[src/sv/ntt_pkg.sv]
package ntt_pkg;

   localparam int ENTRIES_DEF = 64;

   localparam logic [1:0] OP_OUT  = 2'd0;
   localparam logic [1:0] OP_IN   = 2'd1;
   localparam logic [1:0] OP_TICK = 2'd2;
   localparam logic [1:0] OP_RSVD = 2'd3;

   localparam logic [2:0] ST_HIT     = 3'd0;
   localparam logic [2:0] ST_NEW     = 3'd1;
   localparam logic [2:0] ST_NO_PORT = 3'd2;
   localparam logic [2:0] ST_FULL    = 3'd3;
   localparam logic [2:0] ST_IN_MISS = 3'd4;
   localparam logic [2:0] ST_TICK    = 3'd5;

   localparam logic [1:0] REG_PUBLIC_IP = 2'd0;
   localparam logic [1:0] REG_TIMEOUT   = 2'd1;
   localparam logic [1:0] REG_PORT_MIN  = 2'd2;
   localparam logic [1:0] REG_PORT_MAX  = 2'd3;

   typedef struct packed {
      logic        valid;
      logic [31:0] client_ip;
      logic [15:0] host_port;
      logic [31:0] tunnel_ip;
      logic [15:0] tunnel_port;
      logic [15:0] public_port;
      logic [31:0] touch_time;
   } entry_type;

   typedef enum logic [2:0] {
      S_IDLE,
      S_MATCH,
      S_SWEEP,
      S_SCAN,
      S_RESP
   } state_type;

   typedef struct packed {
      logic shift;
      logic last;
   } ring_ctl_type;

endpackage

[src/sv/ntt_cell.sv]
module ntt_cell (
   input  logic               clock,
   input  logic               reset,
   input  logic               shift,
   input  ntt_pkg::entry_type nbr_in,
   input  logic               wr_en,
   input  ntt_pkg::entry_type wr_data,
   output ntt_pkg::entry_type entry
);

   ntt_pkg::entry_type entry_ff;
   ntt_pkg::entry_type entry_in;

   always_comb begin
      entry_in = entry_ff;
      if (wr_en) begin
         entry_in = wr_data;
      end else if (shift) begin
         entry_in = nbr_in;
      end
   end

   always_ff @(posedge clock) begin
      if (reset) begin
         entry_ff <= '0;
      end else begin
         entry_ff <= entry_in;
      end
   end

   assign entry = entry_ff;

endmodule

[config.mk]
export PLATFORM = sky130hd
export DESIGN_NAME = ntt_cell
export DESIGN_NICKNAME = d
export VERILOG_FILES = /design/src/sv/ntt_pkg.sv /design/src/sv/ntt_cell.sv
export SDC_FILE = /design/constraint.sdc
export NUM_CORES = 1
export LEC_CHECK = 0
export ABC_AREA = 1
export CORE_AREA = 3 3 171 173
export DETAILED_ROUTE_END_ITERATION = 8
export DIE_AREA = 0 0 174 176
export DONT_BUFFER_PORTS = 1
export GPL_TIMING_DRIVEN = 0
export SLEW_MARGIN = 20
export SYNTH_ARGS = -nofsm -noshare
export SYNTH_HDL_FRONTEND = slang
export SYNTH_SLANG_ARGS = --single-unit
[constraint.sdc]
create_clock -name clock -period 1.1 [get_ports clock]
set_clock_uncertainty 0.05 [all_clocks]
set_input_delay 0.11 -clock clock [delete_from_list [all_inputs] [get_ports clock]]
set_output_delay 0.11 -clock clock [all_outputs]
set_load 0.02 [all_outputs]
==> impl_metrics.py <==
metrics = {
    "cts": {
        "clockRootBuffer": "clkbuf_16",
        "cts_buffer_depth": 2,
        "clkTransAtPathRegs_ps": 60,
        "cts.sinks": 145,
        "htreeDepth": 4,
        "clock_latency_ps": 400,
        "cts_tree": "built",
        "cts-buffers-inserted": 17,
    },
    "routing": {
        "routed_wl_mm": 33.19,
        "wire_per_inst_um": 18.45,
        "num_vias": 8772,
        "ant_nets": 0,
        "dr.pass1.iters": 6,
        "avgViaCountPerCell": 4.876,
        "drtIter0Drc": 596,
        "drcViolationCount": 0,
    },
    "setup_path": {
        "crit_fanout": 10,
        "path_class": "in -> reg",
        "cp-end-kind": "flip-flop",
        "ff2ff_path_depth": 4,
        "rr_endpoint": "entry[94]",
        "cp-start-kind": "primary input",
        "crit_arrival_ps": 1410,
        "critPathLaunch": "wr_en",
        "cp-endpoint": "entry[115]",
        "cp.required_ps": 1400,
        "reg2reg_setup_slack_ps": 160,
        "timing.rr.start": "entry[94]",
    },
    "logic_synthesis": {
        "synth_compound_area_frac": 0,
        "async_reset_ff_frac": 0,
        "synth_common_cells": "nand2_1 (435), nand3_1 (290), dfxtp_1 (145), inv_1 (145), buf_2 (48)",
        "synth.largest_area_cell": "dfxtp_1",
        "ys_seq_area_frac": 0.4178,
        "synth_xor_area_frac": 0,
        "synth_fa_ha_area_frac": 0,
        "synth_most_common_cell": "nand2_1",
        "synthesis.area_sq_um": 6948,
        "ys.flop_type": "dfxtp_1",
        "yosys-top-cells-area": "dfxtp_1 (42%), nand2_1 (24%), nand3_1 (21%), inv_1 (7.8%), buf_2 (3.5%)",
        "muxShareOfSynthArea": 0,
        "ys_seq_elements": 145,
        "synth-edff-count": 0,
        "syn_nets": 1390,
        "synth_top_area_frac": 0.4178,
        "yosys.cell_types.count": 10,
        "yosys.area_share.simple": 0.4455,
        "synth_top_family_by_area": "simple AND/OR/NAND/NOR gates",
        "ys_warn_count": 0,
        "avgSynthCellArea_sq_um": 6.339,
        "synthCells": 1096,
    },
    "sta": {
        "slew_viol_final": 0,
        "worstMarginPinSlew_ps": 644.7,
        "rsz0062_at_grt": "true",
        "setup_slack_ps": -8.804,
        "period_needed_ps": 1109,
        "max_freq_mhz": 901.9,
        "max_slew_margin": 0.5702,
        "whs_ps": 80.15,
        "post-route-period-util": 1.008,
        "hold_violations": 0,
        "setup_viol": 1,
    },
    "floorplanning": {
        "placementRows": 61,
        "start_util": 0.2501,
        "coreArea_sq_um": 27780,
        "dieWidth_um": 174,
        "die-area_sq_um": 30620,
        "die_height_um": 176,
        "boundaryPins": 439,
    },
    "grt": {
        "grt_max_degree": 20,
        "grt_overflow": 0,
        "grt_pass1_vias": 8781,
        "antenna_found_initial": 6,
        "track_usage": 0.2061,
        "grt_pass1_wl_mm": 49.66,
    },
    "finish": {
        "final_layout_size_suffix_gt1_frac": 0.08751,
        "area_growth_pct": 57.23,
        "final_nets": 1700,
        "largest_reg_flops": 145,
        "stdcell_area_sq_um": 10920,
        "n_fill_cell": 2741,
    },
    "status": {
        "status": "finished, violations left",
        "violations": "negative setup slack",
    },
    "placed_design": {
        "place.gp.congestion": 0.8462,
        "hpwl_mm": 21.44,
        "placed_area_sq_um": 7421,
        "io_buffer_count": 0,
    },
    "pwr": {
        "leakagePower_nw": 5.647,
        "ir_drop_uv": 754.5,
        "p_per_area_nw_per_um2": 1309,
    },
    "worst_hold_path": {
        "hold_class": "in -> reg",
    },
    "flow_run": {
        "cap_violations": 0,
    },
}
## cell type report
class                           instances  area [sq um]  area share
Antenna cell                            4         10.01   0.0009163
Tap cell                              378         473.0     0.04329
Multi-Input combinational cell        726          3095      0.2834
Clock buffer                           17         425.4     0.03894
Buffer                                 77         396.6     0.03631
Sequential cell                       145          2937      0.2688
Clock inverter                         13         115.1     0.01054
Timing Repair Buffer                  292          2918      0.2671
Inverter                              147         554.3     0.05074
## worst min path at each step
stage | to | from | slack (ps) | depth (start not counted)
global route | entry[141] | reset | 90 | 3
detailed placement | entry[83] | wr_data[83] | 280 | 4
global placement | entry[23] | wr_data[23] | 270 | 4
CTS | entry[47] | reset | 60 | 3
finish | entry[47] | reset | 80 | 3
floorplan | entry[143] | wr_data[143] | 260 | 4
## report_power, final
| part | switching, mW | internal [mW] | total (mW) | leakage [nW] |
|---|---|---|---|---|
| Sequential | 0.742 | 5.62 | 6.36 | 1.21 |
| Combinational | 1.20 | 1.19 | 2.40 | 4.18 |
| Clock | 2.44 | 3.10 | 5.54 | 0.258 |
| Total | 4.39 | 9.91 | 14.3 | 5.65 |
## logic make-up (layout without fill, tap and decap cells)
family	count (synthesis)	in the layout
and+or+nand+nor	726	726
DFF	145	145
buffers and inverters	225	546
other	0	4
## worst max-delay path, cell delays in order
cell and delay, ps:
buf_2 150, buf_4 260, buf_4 230, buf_2 260, nand2_1 130, nand3_1 120, nand2_1 70, inv_1 70
## stage by stage
stage | utilization | worst slack (ps) | power [mW] | setup TNS (ps) | std cells
6_report | 0.3932 | -8.804 | 14.30 | -8.804 | 1799
5_1_grt | 0.3931 | -32.50 | 15.01 | -105.1 | 1798
4_1_cts | 0.3917 | 0.9908 | 14.42 | 0 | 1793
3_5_place_dp | 0.2671 | -608.2 | 7.893 | -49160 | 1474
3_3_place_gp | 0.2671 | -576.5 | 7.871 | -47550 | 1474
2_1_floorplan | - | 33.14 | 7.405 | 0 | 1096
## placed cells by master, fill, tap and decap left out, types with 2 or more instances in the layout
cell type / instances
nand2_1: 435
nand3_1: 290
dlygate4sd3_1: 290
inv_1: 145
dfxtp_1: 118
buf_2: 48
dfxtp_2: 27
clkbuf_16: 17
buf_4: 14
buf_1: 9
clkbuf_1: 6
diode_2: 4
clkinv_2: 4
clkinvlp_4: 4
inv_6: 3
clkbuf_2: 2
## metal layers
layer / global-route usage / vias up / wire length (um)
met4: 0.1079 / 6 / 1655
met1: 0.2253 / 3963 / 12340
met5: 0 / - / 41
met2: 0.3564 / 647 / 15900
li1: - / 4010 / -
met3: 0.06796 / 146 / 3245
## repair_timing
action | 4_1_cts | 5_1_grt
setup endpoints to repair | 70 | 71
setup buffers | 0 | 2
hold buffers | 290 | 0
hold endpoints to repair | 145 | 0
pin swaps | 0 | 1
resized for setup | 18 | 14
Power figures use the tool's default switching activity.
